[src/rtl/core/assert_macros.svh]
// shared assertion shorthands, clocked on clk and quiet while rst_n is low
`ifndef ASSERT_MACROS_SVH
`define ASSERT_MACROS_SVH

// same-cycle implication
`define ASSERT_IMPL(label, pre, post, msg) \
    label: assert property (@(posedge clk) disable iff (!rst_n) (pre) |-> (post)) \
        else $error(msg);

// next-cycle implication
`define ASSERT_NEXT(label, pre, post, msg) \
    label: assert property (@(posedge clk) disable iff (!rst_n) (pre) |=> (post)) \
        else $error(msg);

`endif

[src/rtl/core/scl_pkg.sv]
package scl_pkg;

    localparam int POS_BITS_DEF    = 16;
    localparam int QUEUE_DEPTH_DEF = 4;
    // token slots per queue word: byte flush, byte token, end flush, end token
    localparam int SLOTS           = 4;
    localparam int NUM_W           = 31;
    localparam logic [NUM_W-1:0] NUM_MAX = '1;

    localparam logic [7:0] CH_NUL    = 8'h00;
    localparam logic [7:0] CH_SPACE  = " ";
    localparam logic [7:0] CH_TAB    = 8'h09;
    localparam logic [7:0] CH_CR     = 8'h0D;
    localparam logic [7:0] CH_US     = "_";
    localparam logic [7:0] CH_GT     = ">";
    localparam logic [7:0] CH_MINUS  = "-";
    localparam logic [7:0] CH_LPAREN = "(";
    localparam logic [7:0] CH_RPAREN = ")";
    localparam logic [7:0] CH_LBRACE = "{";
    localparam logic [7:0] CH_RBRACE = "}";
    localparam logic [7:0] CH_COLON  = ":";
    localparam logic [7:0] CH_COMMA  = ",";
    localparam logic [7:0] CH_SEMI   = ";";
    localparam logic [7:0] CH_PLUS   = "+";
    localparam logic [7:0] CH_0      = "0";
    localparam logic [7:0] CH_9      = "9";
    localparam logic [7:0] CH_UA     = "A";
    localparam logic [7:0] CH_UZ     = "Z";
    localparam logic [7:0] CH_LA     = "a";
    localparam logic [7:0] CH_LZ     = "z";
    localparam logic [7:0] CH_E      = "e";
    localparam logic [7:0] CH_F      = "f";
    localparam logic [7:0] CH_N      = "n";
    localparam logic [7:0] CH_R      = "r";
    localparam logic [7:0] CH_T      = "t";
    localparam logic [7:0] CH_U      = "u";

    typedef enum logic [3:0] {
        KIND_END    = 4'd0,
        KIND_FN     = 4'd1,
        KIND_IDENT  = 4'd2,
        KIND_NUMBER = 4'd3,
        KIND_LPAREN = 4'd4,
        KIND_RPAREN = 4'd5,
        KIND_LBRACE = 4'd6,
        KIND_RBRACE = 4'd7,
        KIND_RETURN = 4'd8,
        KIND_COLON  = 4'd9,
        KIND_ARROW  = 4'd10,
        KIND_COMMA  = 4'd11,
        KIND_SEMI   = 4'd12,
        KIND_PLUS   = 4'd13,
        KIND_ERROR  = 4'd14
    } tok_kind_t;

    typedef enum logic [4:0] {
        MODE_IDLE    = 5'b00001,
        MODE_IDENT   = 5'b00010,
        MODE_NUMBER  = 5'b00100,
        MODE_MINUS   = 5'b01000,
        MODE_DISCARD = 5'b10000
    } mode_t;

    // keyword prefix tracker
    typedef enum logic [9:0] {
        KW_NONE   = 10'b0000000001,
        KW_F      = 10'b0000000010,
        KW_FN     = 10'b0000000100,
        KW_R      = 10'b0000001000,
        KW_RE     = 10'b0000010000,
        KW_RET    = 10'b0000100000,
        KW_RETU   = 10'b0001000000,
        KW_RETUR  = 10'b0010000000,
        KW_RETURN = 10'b0100000000,
        KW_DEAD   = 10'b1000000000
    } kw_t;

    typedef struct packed {
        tok_kind_t        kind;
        logic [NUM_W-1:0] value;
        logic             overflow;
        logic             eor;
    } tok_info_t;

    localparam int INFO_W = $bits(tok_info_t);

    typedef struct packed {
        logic full;
        logic empty;
    } q_status_t;

    function automatic int entry_bits(input int pos_bits);
        return SLOTS * (INFO_W + 2 * pos_bits) + SLOTS;
    endfunction

    function automatic logic is_alpha(input logic [7:0] c);
        return ((c >= CH_UA) && (c <= CH_UZ)) || ((c >= CH_LA) && (c <= CH_LZ));
    endfunction

    function automatic logic is_digit(input logic [7:0] c);
        return (c >= CH_0) && (c <= CH_9);
    endfunction

    function automatic logic is_space(input logic [7:0] c);
        return (c == CH_SPACE) || ((c >= CH_TAB) && (c <= CH_CR));
    endfunction

    // single-byte tokens; anything else maps to error
    function automatic tok_kind_t punct_kind(input logic [7:0] c);
        tok_kind_t k;
        case (c)
            CH_LPAREN: k = KIND_LPAREN;
            CH_RPAREN: k = KIND_RPAREN;
            CH_LBRACE: k = KIND_LBRACE;
            CH_RBRACE: k = KIND_RBRACE;
            CH_COLON:  k = KIND_COLON;
            CH_COMMA:  k = KIND_COMMA;
            CH_SEMI:   k = KIND_SEMI;
            CH_PLUS:   k = KIND_PLUS;
            default:   k = KIND_ERROR;
        endcase
        return k;
    endfunction

    function automatic kw_t kw_step(input kw_t kp, input logic [7:0] c);
        kw_t n;
        n = KW_DEAD;
        case (kp)
            KW_NONE:  n = (c == CH_F) ? KW_F : ((c == CH_R) ? KW_R : KW_DEAD);
            KW_F:     n = (c == CH_N) ? KW_FN : KW_DEAD;
            KW_R:     n = (c == CH_E) ? KW_RE : KW_DEAD;
            KW_RE:    n = (c == CH_T) ? KW_RET : KW_DEAD;
            KW_RET:   n = (c == CH_U) ? KW_RETU : KW_DEAD;
            KW_RETU:  n = (c == CH_R) ? KW_RETUR : KW_DEAD;
            KW_RETUR: n = (c == CH_N) ? KW_RETURN : KW_DEAD;
            default:  n = KW_DEAD;
        endcase
        return n;
    endfunction

    function automatic tok_kind_t ident_kind(input kw_t kp);
        tok_kind_t k;
        case (kp)
            KW_FN:     k = KIND_FN;
            KW_RETURN: k = KIND_RETURN;
            default:   k = KIND_IDENT;
        endcase
        return k;
    endfunction

endpackage

[src/rtl/core/scl_front.sv]
`include "assert_macros.svh"

module scl_front #(
    parameter int POS_BITS = scl_pkg::POS_BITS_DEF
) (
    input  logic                                       clk,
    input  logic                                       rst_n,
    input  logic [7:0]                                 ch,
    input  logic                                       has_char,
    input  logic                                       last,
    input  logic                                       push,
    input  scl_pkg::q_status_t                         q_stat,
    output logic                                       wr_en,
    output logic [scl_pkg::entry_bits(POS_BITS)-1:0]   wr_data
);

    typedef struct packed {
        scl_pkg::tok_info_t  info;
        logic [POS_BITS-1:0] start;
        logic [POS_BITS-1:0] length;
    } tok_t;

    typedef struct packed {
        logic [scl_pkg::SLOTS-1:0] valid;
        tok_t [scl_pkg::SLOTS-1:0] tok;
    } entry_t;

    localparam logic [POS_BITS-1:0] POS_MAX = '1;
    localparam logic [POS_BITS-1:0] POS_ONE = POS_BITS'(1);
    localparam logic [POS_BITS-1:0] POS_TWO = POS_BITS'(2);
    localparam int SUM_W = scl_pkg::NUM_W + 4;

    // slot order inside one word
    localparam int SLOT_FLUSH     = 0;
    localparam int SLOT_BYTE      = 1;
    localparam int SLOT_END_FLUSH = 2;
    localparam int SLOT_END       = 3;

    function automatic logic [POS_BITS-1:0] sat_inc(input logic [POS_BITS-1:0] v);
        return (v == POS_MAX) ? v : v + POS_ONE;
    endfunction

    function automatic tok_t mk_tok(
        input scl_pkg::tok_kind_t          kind,
        input logic [POS_BITS-1:0]         start,
        input logic [POS_BITS-1:0]         length,
        input logic [scl_pkg::NUM_W-1:0]   value,
        input logic                        ovf,
        input logic                        eor
    );
        tok_t t;
        t.info.kind     = kind;
        t.info.value    = value;
        t.info.overflow = ovf;
        t.info.eor      = eor;
        t.start         = start;
        t.length        = length;
        return t;
    endfunction

    scl_pkg::mode_t              mode_reg, mode_next;
    scl_pkg::kw_t                kw_reg, kw_next;
    logic [POS_BITS-1:0]         start_reg, start_next;
    logic [POS_BITS-1:0]         len_reg, len_next;
    logic [scl_pkg::NUM_W-1:0]   acc_reg, acc_next;
    logic                        ovf_reg, ovf_next;
    logic [POS_BITS-1:0]         pos_reg, pos_next;

    entry_t                      ent;
    logic                        fire;
    logic                        do_idle;
    logic [3:0]                  digit;
    logic [SUM_W-1:0]            num_sum;
    logic                        num_sat;
    logic                        ident_cont;
    scl_pkg::tok_kind_t          byte_kind;

    assign fire       = push && !q_stat.full;
    assign digit      = ch[3:0];
    // acc * 10 + digit as two shifts and adds
    assign num_sum    = {3'b000, acc_reg, 1'b0} + {1'b0, acc_reg, 3'b000}
                      + SUM_W'(digit);
    assign num_sat    = num_sum > SUM_W'(scl_pkg::NUM_MAX);
    assign ident_cont = scl_pkg::is_alpha(ch) || scl_pkg::is_digit(ch) || (ch == scl_pkg::CH_US);
    assign byte_kind  = scl_pkg::punct_kind(ch);

    always_comb
    begin
        mode_next  = mode_reg;
        kw_next    = kw_reg;
        start_next = start_reg;
        len_next   = len_reg;
        acc_next   = acc_reg;
        ovf_next   = ovf_reg;
        pos_next   = pos_reg;
        ent        = '0;
        do_idle    = 1'b0;

        if (has_char)
        begin
            pos_next = sat_inc(pos_reg);
            case (mode_reg)
                scl_pkg::MODE_MINUS:
                begin
                    ent.valid[SLOT_FLUSH] = 1'b1;
                    if (ch == scl_pkg::CH_GT)
                    begin
                        ent.tok[SLOT_FLUSH] = mk_tok(scl_pkg::KIND_ARROW, start_reg, POS_TWO,
                                                     '0, 1'b0, 1'b0);
                        mode_next = scl_pkg::MODE_IDLE;
                    end
                    else
                    begin
                        // lone minus, the rest of the source up to last is dropped
                        ent.tok[SLOT_FLUSH] = mk_tok(scl_pkg::KIND_ERROR, start_reg, POS_ONE,
                                                     '0, 1'b0, 1'b0);
                        mode_next = scl_pkg::MODE_DISCARD;
                    end
                end
                scl_pkg::MODE_IDENT:
                begin
                    if (ident_cont)
                    begin
                        len_next = sat_inc(len_reg);
                        kw_next  = scl_pkg::kw_step(kw_reg, ch);
                    end
                    else
                    begin
                        ent.valid[SLOT_FLUSH] = 1'b1;
                        ent.tok[SLOT_FLUSH]   = mk_tok(scl_pkg::ident_kind(kw_reg), start_reg,
                                                       len_reg, '0, 1'b0, 1'b0);
                        do_idle = 1'b1;
                    end
                end
                scl_pkg::MODE_NUMBER:
                begin
                    if (scl_pkg::is_digit(ch))
                    begin
                        len_next = sat_inc(len_reg);
                        if (num_sat)
                        begin
                            acc_next = scl_pkg::NUM_MAX;
                            ovf_next = 1'b1;
                        end
                        else
                        begin
                            acc_next = num_sum[scl_pkg::NUM_W-1:0];
                        end
                    end
                    else
                    begin
                        ent.valid[SLOT_FLUSH] = 1'b1;
                        ent.tok[SLOT_FLUSH]   = mk_tok(scl_pkg::KIND_NUMBER, start_reg, len_reg,
                                                       acc_reg, ovf_reg, 1'b0);
                        do_idle = 1'b1;
                    end
                end
                scl_pkg::MODE_IDLE:
                begin
                    do_idle = 1'b1;
                end
                default:
                begin
                end
            endcase

            if (do_idle)
            begin
                mode_next = scl_pkg::MODE_IDLE;
                if (ch == scl_pkg::CH_NUL)
                begin
                    mode_next = scl_pkg::MODE_DISCARD;
                end
                else if (scl_pkg::is_space(ch))
                begin
                end
                else if (scl_pkg::is_alpha(ch))
                begin
                    mode_next  = scl_pkg::MODE_IDENT;
                    start_next = pos_reg;
                    len_next   = POS_ONE;
                    kw_next    = scl_pkg::kw_step(scl_pkg::KW_NONE, ch);
                end
                else if (scl_pkg::is_digit(ch))
                begin
                    mode_next  = scl_pkg::MODE_NUMBER;
                    start_next = pos_reg;
                    len_next   = POS_ONE;
                    acc_next   = scl_pkg::NUM_W'(digit);
                    ovf_next   = 1'b0;
                end
                else if (ch == scl_pkg::CH_MINUS)
                begin
                    mode_next  = scl_pkg::MODE_MINUS;
                    start_next = pos_reg;
                    len_next   = POS_ONE;
                end
                else
                begin
                    ent.valid[SLOT_BYTE] = 1'b1;
                    ent.tok[SLOT_BYTE]   = mk_tok(byte_kind, pos_reg, POS_ONE, '0, 1'b0, 1'b0);
                    if (byte_kind == scl_pkg::KIND_ERROR)
                    begin
                        mode_next = scl_pkg::MODE_DISCARD;
                    end
                end
            end
        end

        if (last)
        begin
            case (mode_next)
                scl_pkg::MODE_IDENT:
                begin
                    ent.valid[SLOT_END_FLUSH] = 1'b1;
                    ent.tok[SLOT_END_FLUSH]   = mk_tok(scl_pkg::ident_kind(kw_next), start_next,
                                                       len_next, '0, 1'b0, 1'b0);
                end
                scl_pkg::MODE_NUMBER:
                begin
                    ent.valid[SLOT_END_FLUSH] = 1'b1;
                    ent.tok[SLOT_END_FLUSH]   = mk_tok(scl_pkg::KIND_NUMBER, start_next,
                                                       len_next, acc_next, ovf_next, 1'b0);
                end
                scl_pkg::MODE_MINUS:
                begin
                    ent.valid[SLOT_END_FLUSH] = 1'b1;
                    ent.tok[SLOT_END_FLUSH]   = mk_tok(scl_pkg::KIND_ERROR, start_next, POS_ONE,
                                                       '0, 1'b0, 1'b0);
                end
                default:
                begin
                end
            endcase
            ent.valid[SLOT_END] = 1'b1;
            ent.tok[SLOT_END]   = mk_tok(scl_pkg::KIND_END, pos_next, '0, '0, 1'b0, 1'b1);

            // back to the reset state for the next source
            mode_next  = scl_pkg::MODE_IDLE;
            kw_next    = scl_pkg::KW_NONE;
            start_next = '0;
            len_next   = '0;
            acc_next   = '0;
            ovf_next   = 1'b0;
            pos_next   = '0;
        end
    end

    always_ff @(posedge clk or negedge rst_n)
    begin
        if (!rst_n)
        begin
            mode_reg  <= scl_pkg::MODE_IDLE;
            kw_reg    <= scl_pkg::KW_NONE;
            start_reg <= '0;
            len_reg   <= '0;
            acc_reg   <= '0;
            ovf_reg   <= 1'b0;
            pos_reg   <= '0;
        end
        else if (fire)
        begin
            mode_reg  <= mode_next;
            kw_reg    <= kw_next;
            start_reg <= start_next;
            len_reg   <= len_next;
            acc_reg   <= acc_next;
            ovf_reg   <= ovf_next;
            pos_reg   <= pos_next;
        end
    end

    assign wr_en   = fire && (ent.valid != '0);
    assign wr_data = ent;

    `ASSERT_NEXT(a_front_end_resets, fire && last,
                 (mode_reg == scl_pkg::MODE_IDLE) && (pos_reg == '0),
                 "front state not cleared after end of source")

endmodule

[src/rtl/core/scl_queue.sv]
`include "assert_macros.svh"

module scl_queue #(
    parameter int WIDTH = 8,
    parameter int DEPTH = scl_pkg::QUEUE_DEPTH_DEF
) (
    input  logic               clk,
    input  logic               rst_n,
    input  logic               wr_en,
    input  logic [WIDTH-1:0]   wr_data,
    input  logic               rd_en,
    output logic [WIDTH-1:0]   rd_data,
    output scl_pkg::q_status_t q_stat
);

    localparam int PTR_W = $clog2(DEPTH);
    localparam int CNT_W = $clog2(DEPTH + 1);
    localparam logic [PTR_W-1:0] PTR_LAST = PTR_W'(DEPTH - 1);
    localparam logic [CNT_W-1:0] CNT_FULL = CNT_W'(DEPTH);
    localparam logic [CNT_W-1:0] CNT_ONE  = CNT_W'(1);

    logic [WIDTH-1:0] entry_reg [DEPTH];
    logic [PTR_W-1:0] wr_ptr_reg, wr_ptr_next;
    logic [PTR_W-1:0] rd_ptr_reg, rd_ptr_next;
    logic [CNT_W-1:0] count_reg, count_next;

    assign wr_ptr_next = wr_en ? ((wr_ptr_reg == PTR_LAST) ? '0 : wr_ptr_reg + PTR_W'(1))
                               : wr_ptr_reg;
    assign rd_ptr_next = rd_en ? ((rd_ptr_reg == PTR_LAST) ? '0 : rd_ptr_reg + PTR_W'(1))
                               : rd_ptr_reg;

    always_comb
    begin
        count_next = count_reg;
        if (wr_en && !rd_en)
        begin
            count_next = count_reg + CNT_ONE;
        end
        else if (rd_en && !wr_en)
        begin
            count_next = count_reg - CNT_ONE;
        end
    end

    always_ff @(posedge clk or negedge rst_n)
    begin
        if (!rst_n)
        begin
            wr_ptr_reg <= '0;
            rd_ptr_reg <= '0;
            count_reg  <= '0;
        end
        else
        begin
            wr_ptr_reg <= wr_ptr_next;
            rd_ptr_reg <= rd_ptr_next;
            count_reg  <= count_next;
        end
    end

    always_ff @(posedge clk)
    begin
        if (wr_en)
        begin
            entry_reg[wr_ptr_reg] <= wr_data;
        end
    end

    assign rd_data      = entry_reg[rd_ptr_reg];
    assign q_stat.full  = (count_reg == CNT_FULL);
    assign q_stat.empty = (count_reg == '0);

    `ASSERT_IMPL(a_queue_no_overrun, wr_en, count_reg != CNT_FULL,
                 "write into full token queue")
    `ASSERT_IMPL(a_queue_no_underrun, rd_en, count_reg != '0,
                 "read from empty token queue")

endmodule

[src/rtl/core/scl_back.sv]
`include "assert_macros.svh"

module scl_back #(
    parameter int POS_BITS = scl_pkg::POS_BITS_DEF
) (
    input  logic                                     clk,
    input  logic                                     rst_n,
    input  logic [scl_pkg::entry_bits(POS_BITS)-1:0] rd_data,
    input  scl_pkg::q_status_t                       q_stat,
    output logic                                     rd_en,
    input  logic                                     pop,
    output logic                                     empty,
    output logic [3:0]                               token_kind,
    output logic [POS_BITS-1:0]                      token_start,
    output logic [POS_BITS-1:0]                      token_length,
    output logic [scl_pkg::NUM_W-1:0]                number_value,
    output logic                                     number_overflow,
    output logic                                     end_of_run
);

    typedef struct packed {
        scl_pkg::tok_info_t  info;
        logic [POS_BITS-1:0] start;
        logic [POS_BITS-1:0] length;
    } tok_t;

    typedef struct packed {
        logic [scl_pkg::SLOTS-1:0] valid;
        tok_t [scl_pkg::SLOTS-1:0] tok;
    } entry_t;

    localparam int SEL_W = $clog2(scl_pkg::SLOTS);

    entry_t                     head;
    logic [scl_pkg::SLOTS-1:0]  done_reg, done_next;
    logic [scl_pkg::SLOTS-1:0]  remaining;
    logic [scl_pkg::SLOTS-1:0]  sel_mask;
    logic [SEL_W-1:0]           sel;
    logic                       last_slot;
    logic                       load;
    logic                       out_valid_reg, out_valid_next;
    tok_t                       out_tok_reg;

    assign head      = rd_data;
    assign remaining = head.valid & ~done_reg;

    // lowest remaining slot goes out first
    always_comb
    begin
        sel = '0;
        for (int i = scl_pkg::SLOTS - 1; i >= 0; i--)
        begin
            if (remaining[i])
            begin
                sel = SEL_W'(i);
            end
        end
    end

    assign sel_mask  = scl_pkg::SLOTS'(1) << sel;
    assign last_slot = (remaining & ~sel_mask) == '0;
    assign load      = !q_stat.empty && (!out_valid_reg || pop);
    assign rd_en     = load && last_slot;

    always_comb
    begin
        done_next      = done_reg;
        out_valid_next = out_valid_reg;
        if (load)
        begin
            done_next      = rd_en ? '0 : (done_reg | sel_mask);
            out_valid_next = 1'b1;
        end
        else if (pop)
        begin
            out_valid_next = 1'b0;
        end
    end

    always_ff @(posedge clk or negedge rst_n)
    begin
        if (!rst_n)
        begin
            done_reg      <= '0;
            out_valid_reg <= 1'b0;
        end
        else
        begin
            done_reg      <= done_next;
            out_valid_reg <= out_valid_next;
        end
    end

    always_ff @(posedge clk)
    begin
        if (load)
        begin
            out_tok_reg <= head.tok[sel];
        end
    end

    assign empty           = !out_valid_reg;
    assign token_kind      = out_tok_reg.info.kind;
    assign token_start     = out_tok_reg.start;
    assign token_length    = out_tok_reg.length;
    assign number_value    = out_tok_reg.info.value;
    assign number_overflow = out_tok_reg.info.overflow;
    assign end_of_run      = out_tok_reg.info.eor;

    `ASSERT_IMPL(a_back_head_has_work, !q_stat.empty, remaining != '0,
                 "queued word has no token left to send")
    `ASSERT_IMPL(a_back_partial_at_head, done_reg != '0, !q_stat.empty,
                 "partly sent word left the queue")

endmodule

[src/rtl/core/source_char_lexer_top.sv]
// source_char_lexer_top: streaming tokenizer, one source byte per input word.
// Both sides look like a queue: push a byte word while full is low, pop a token
// word while empty is low. A byte is taken every cycle as long as the token
// queue between the lexer front and the output stage has room, so a source
// streams at one byte per clock. Each byte word yields zero to three token
// words (a closing word with last set always ends with an end token); the
// output stage hands out one token word per cycle while pop keeps its output
// register free, so a byte that yields several tokens holds the output until
// each has gone out, and the sustained rate is one byte per cycle whenever
// tokens average no more than one per byte. A token completed by an accepted
// byte is written into the token queue, then loaded into the output register
// where it can be popped, later when older tokens are still waiting.
// QUEUE_DEPTH words of buffering (at least 2) absorb bursts and output stalls;
// POS_BITS (8 to 32) sets the width of positions and lengths, which saturate
// at all ones. There is no configuration and no clearing pass after reset.

module source_char_lexer_top #(
    parameter int POS_BITS    = scl_pkg::POS_BITS_DEF,
    parameter int QUEUE_DEPTH = scl_pkg::QUEUE_DEPTH_DEF
) (
    input  logic                      clk,
    input  logic                      rst_n,
    // byte side
    input  logic [7:0]                ch,
    input  logic                      has_char,
    input  logic                      last,
    input  logic                      push,
    output logic                      full,
    // token side
    output logic [3:0]                token_kind,
    output logic [POS_BITS-1:0]       token_start,
    output logic [POS_BITS-1:0]       token_length,
    output logic [scl_pkg::NUM_W-1:0] number_value,
    output logic                      number_overflow,
    output logic                      end_of_run,
    output logic                      empty,
    input  logic                      pop
);

    // one queue word carries every token a single byte word can produce
    localparam int ENTRY_W = scl_pkg::entry_bits(POS_BITS);

    scl_pkg::q_status_t   q_stat;
    logic                 q_wr_en;
    logic [ENTRY_W-1:0]   q_wr_data;
    logic                 q_rd_en;
    logic [ENTRY_W-1:0]   q_rd_data;

    // full back-pressure comes straight from the token queue
    assign full = q_stat.full;

    // front: classifies the byte, runs the lexer state, builds token words
    scl_front #(
        .POS_BITS (POS_BITS)
    ) u_front (
        .clk      (clk),
        .rst_n    (rst_n),
        .ch       (ch),
        .has_char (has_char),
        .last     (last),
        .push     (push),
        .q_stat   (q_stat),
        .wr_en    (q_wr_en),
        .wr_data  (q_wr_data)
    );

    // decoupling queue between lexer and output stage
    scl_queue #(
        .WIDTH (ENTRY_W),
        .DEPTH (QUEUE_DEPTH)
    ) u_queue (
        .clk     (clk),
        .rst_n   (rst_n),
        .wr_en   (q_wr_en),
        .wr_data (q_wr_data),
        .rd_en   (q_rd_en),
        .rd_data (q_rd_data),
        .q_stat  (q_stat)
    );

    // back: splits each word into single tokens behind an output register
    scl_back #(
        .POS_BITS (POS_BITS)
    ) u_back (
        .clk             (clk),
        .rst_n           (rst_n),
        .rd_data         (q_rd_data),
        .q_stat          (q_stat),
        .rd_en           (q_rd_en),
        .pop             (pop),
        .empty           (empty),
        .token_kind      (token_kind),
        .token_start     (token_start),
        .token_length    (token_length),
        .number_value    (number_value),
        .number_overflow (number_overflow),
        .end_of_run      (end_of_run)
    );

endmodule
[config.mk]
export PLATFORM = sky130hd
export DESIGN_NAME = source_char_lexer_top
export DESIGN_NICKNAME = d
export VERILOG_FILES = /design/src/rtl/core/scl_pkg.sv /design/src/rtl/core/scl_front.sv /design/src/rtl/core/scl_queue.sv /design/src/rtl/core/scl_back.sv /design/src/rtl/core/source_char_lexer_top.sv
export VERILOG_INCLUDE_DIRS = /design/src /design/src/rtl/core
export SDC_FILE = /design/constraint.sdc
export NUM_CORES = 1
export LEC_CHECK = 0
export BUFFER_PORTS_ARGS = -buffer_cell sky130_fd_sc_hd__buf_2
export CORE_ASPECT_RATIO = 0.6
export CORE_MARGIN = 2
export CORE_UTILIZATION = 25
export CTS_CLUSTER_DIAMETER = 30
export DETAILED_ROUTE_END_ITERATION = 10
export PLACE_DENSITY = 0.36
export SLEW_MARGIN = 20
export SYNTH_ARGS = -nofsm -noshare
export SYNTH_HDL_FRONTEND = slang
export SYNTH_SLANG_ARGS = --single-unit
[constraint.sdc]
create_clock -name clk -period 12.9 [get_ports clk]
set_clock_uncertainty 0.1 [all_clocks]
set_input_delay 0.645 -clock clk [delete_from_list [all_inputs] [get_ports clk]]
set_output_delay 0.645 -clock clk [all_outputs]
set_load 0.005 [all_outputs]
==> flow_metrics.tcl <==
set metrics [dict create \
    cp_top_family "simple AND/OR/NAND/NOR gates" \
    numCtsBuffers 175 \
    cts-root-buf "clkbuf_16" \
    whs_ns 0.152 \
    gr-total-overflow 0 \
    core_area_mm2 0.153 \
    crit_slowest_cell "nor3_2" \
    initial_core_util_pct 25.3 \
    ys_warn_count 0 \
    synth_cells 2553 \
    setup_viol 0 \
    synth_top_family_by_area "multiplexers" \
    syn-num-nets 2639 \
    viasPerCell 4.78 \
    synthArstFlopShare_pct 12.2 \
    clkSlewWorstSetupHoldPaths_ns 0.05 \
    layout_common_cells "edfxtp_1 (773), nand2_1 (210), clkbuf_16 (177)" \
    timing.fmax_mhz 160 \
    period_needed_ns 6.27 \
    fillers 15000 \
    drt_first_pass_iters 6 \
    max_stage_delay_ns 0.97 \
    drt_iter0_drc 1855 \
    drive_gt1_share_pct 22.8 \
    die_w_um 513 \
    cts_tree "done" \
    cpMostUsedCell "buf_4" \
    cts_resized 0 \
    cts_max_path_buffers 3 \
    max_slew_margin_pct 20.9 \
    synth_mux_area_share_pct 11.0 \
    hold_class "primary input to async pin" \
    die_h_um 309 \
    synth_area_per_cell_um2 15.2 \
    track_usage_pct 14.4 \
    fin_tns_setup_ns 0 \
    cp_data_arrival_time_ns 6.57 \
    drc 0 \
    cp.required_ns 13.20 \
    powerDensity_mw_per_mm2 231 \
    post-route-period-util_pct 48.6 \
    rows 111 \
    antenna_found_initial 11 \
    fp.dieArea_mm2 0.159 \
    max-cap-violations 0 \
    yosys.area_share.simple_pct 8.51 \
    worstSetupStartpointType "flop" \
    synth_edf_count 773 \
    areaGrowthSynthToFinish_pct 22.6 \
    largest_reg_flops 704 \
    r2r_slack_ns 6.63 \
    synth_cell_types 95 \
    cts_max_level 4 \
    regArea_mm2 0.0259 \
    synth_seq_area_share_pct 66.6 \
    worst_pin_slew_ns 1.18 \
    worst-path-buf-inv 3 \
    dp_hpwl_um 70000 \
    ir_drop_mv 0.161 \
    drt_wl_total_um 114000 \
    r2r_end "u_queue.entry_reg[2][146]" \
    final_hold_viol_count 0 \
    startpoint "u_front.mode_reg[1]" \
    cp.depth 11 \
    synth-compound-area-share_pct 8.64 \
    synth_ff_type "edfxtp_1" \
    ys_ff_latch 880 \
    grt_pass1_vias 24400 \
    cts_setup_buffers 0 \
    port_buffers 84 \
    clkSinkCount 880 \
    power.leakage_nw 16.3 \
    endpoint "u_queue.entry_reg[2][146]" \
    cp_max_fo 55 \
    layout_commonest_cell "edfxtp_1" \
    synth_fa_ha_area_share_pct 2.40 \
    insertion_delay_ns 0.80 \
    status "finished, final reports clean" \
    synthXorXnorAreaFrac_pct 1.01 \
    final_max_slew_viol_count 0 \
    ios 85 \
    grt_max_degree 118 \
    critPathCaptureType "flop" \
    path_cells "or3_4 > or3_4 > o21ai_4 > o21ai_2 > nor3_2 > buf_4 > nor3_1 > nor2_1 > and2_4 > buf_4 > buf_4" \
    routed-via-count 23500 \
    final_nets 2804 \
    antenna_left 0 \
    grt_setup_unrepaired "no" \
    reg2reg_depth 11 \
    grt_pass1_wl_um 167000 \
    reg2reg_from "u_front.mode_reg[1]" \
    syn_area_mm2 0.0388 \
    wire_per_inst_um 23.1 \
    gp_congestion 0.797 \
    path_class "flop to flop" \
    multi_input_comb_area_mm2 0.0123 \
]
## metrics by stage
stage / power [mW] / utilization, % / cell area, um^2 / setup WS, ns / std cells
after floorplan: 5.58 / - / 38800 / 5.72 / 2553
after global placement: 6.69 / 27.2 / 41700 / 6.10 / 4573
after detailed placement: 6.70 / 27.2 / 41700 / 5.99 / 4573
after CTS: 11.3 / 31.0 / 47600 / 6.55 / 4902
after global routing: 11.6 / 31.0 / 47600 / 6.17 / 4905
final: 11.0 / 31.0 / 47600 / 6.63 / 4906
## timing repair
action                     4_1_cts  5_1_grt
hold buffers                     2        0
hold endpoints to repair        10        0
setup endpoints to repair        0        0
## cell usage after synthesis, drive strengths merged, types with 19 or more instances
cell type | instances | area [um^2]
mux4 | 176 | 3960
nor3 | 48 | 267
and2 | 90 | 566
ha | 69 | 863
a21boi | 22 | 165
a21o | 19 | 143
inv | 33 | 124
a22oi | 23 | 173
edfxtp | 773 | 23200
a22o | 53 | 464
nor2 | 157 | 594
mux2i | 27 | 270
o21ai | 175 | 895
dfrtp | 105 | 2630
buf | 25 | 136
o21a | 19 | 143
nand3 | 31 | 155
nand2 | 211 | 795
xor2 | 20 | 175
clkbuf | 119 | 447
xnor2 | 25 | 219
a21oi | 99 | 533
## how the worst min path moves through the flow
stage,slack [ns],cells past startpoint,from,end
after floorplan,0.25,0,rst_n,u_back.done_reg[0]
after global placement,0.37,2,u_back.done_reg[3],u_back.done_reg[3]
after detailed placement,0.37,2,u_back.done_reg[3],u_back.done_reg[3]
after CTS,0.10,2,rst_n,u_queue.count_reg[1]
after global routing,0.12,2,rst_n,u_queue.count_reg[1]
final,0.15,2,rst_n,u_queue.count_reg[1]
## final cells by class
type	instances	area share [%]
flip-flops and latches	880	54.4
multi-input cells	1495	25.9
clock buffers	198	9.53
well taps	2034	5.34
clock inverters	129	2.89
repair buffers	132	1.68
inverters	34	0.268
diodes	4	0.0210
## per-layer routing
metal	vias up	routed length [um]	share of wire (%)	global-route usage [%]
met1	12200	59200	52	22.3
met5	-	0	0	0
met3	192	6320	5.6	3.29
met4	0	2190	1.9	4.15
li1	10400	-	-	-
met2	707	45800	40	19.7
## power breakdown
part	internal (mW)	switching, mW
combinational	1.02	1.64
sequential	3.70	0.192
clock	2.88	1.60
total	7.59	3.43
## logic make-up after synthesis
logic type	Yosys count
AND/OR/NAND/NOR	665
adder cells (fa/ha/maj)	73
buffers and inverters	178
AO/OA/AOI/OAI	507
XOR/XNOR	45
multiplexers	205
flip-flops	880
(Power assumes the default switching activity.)
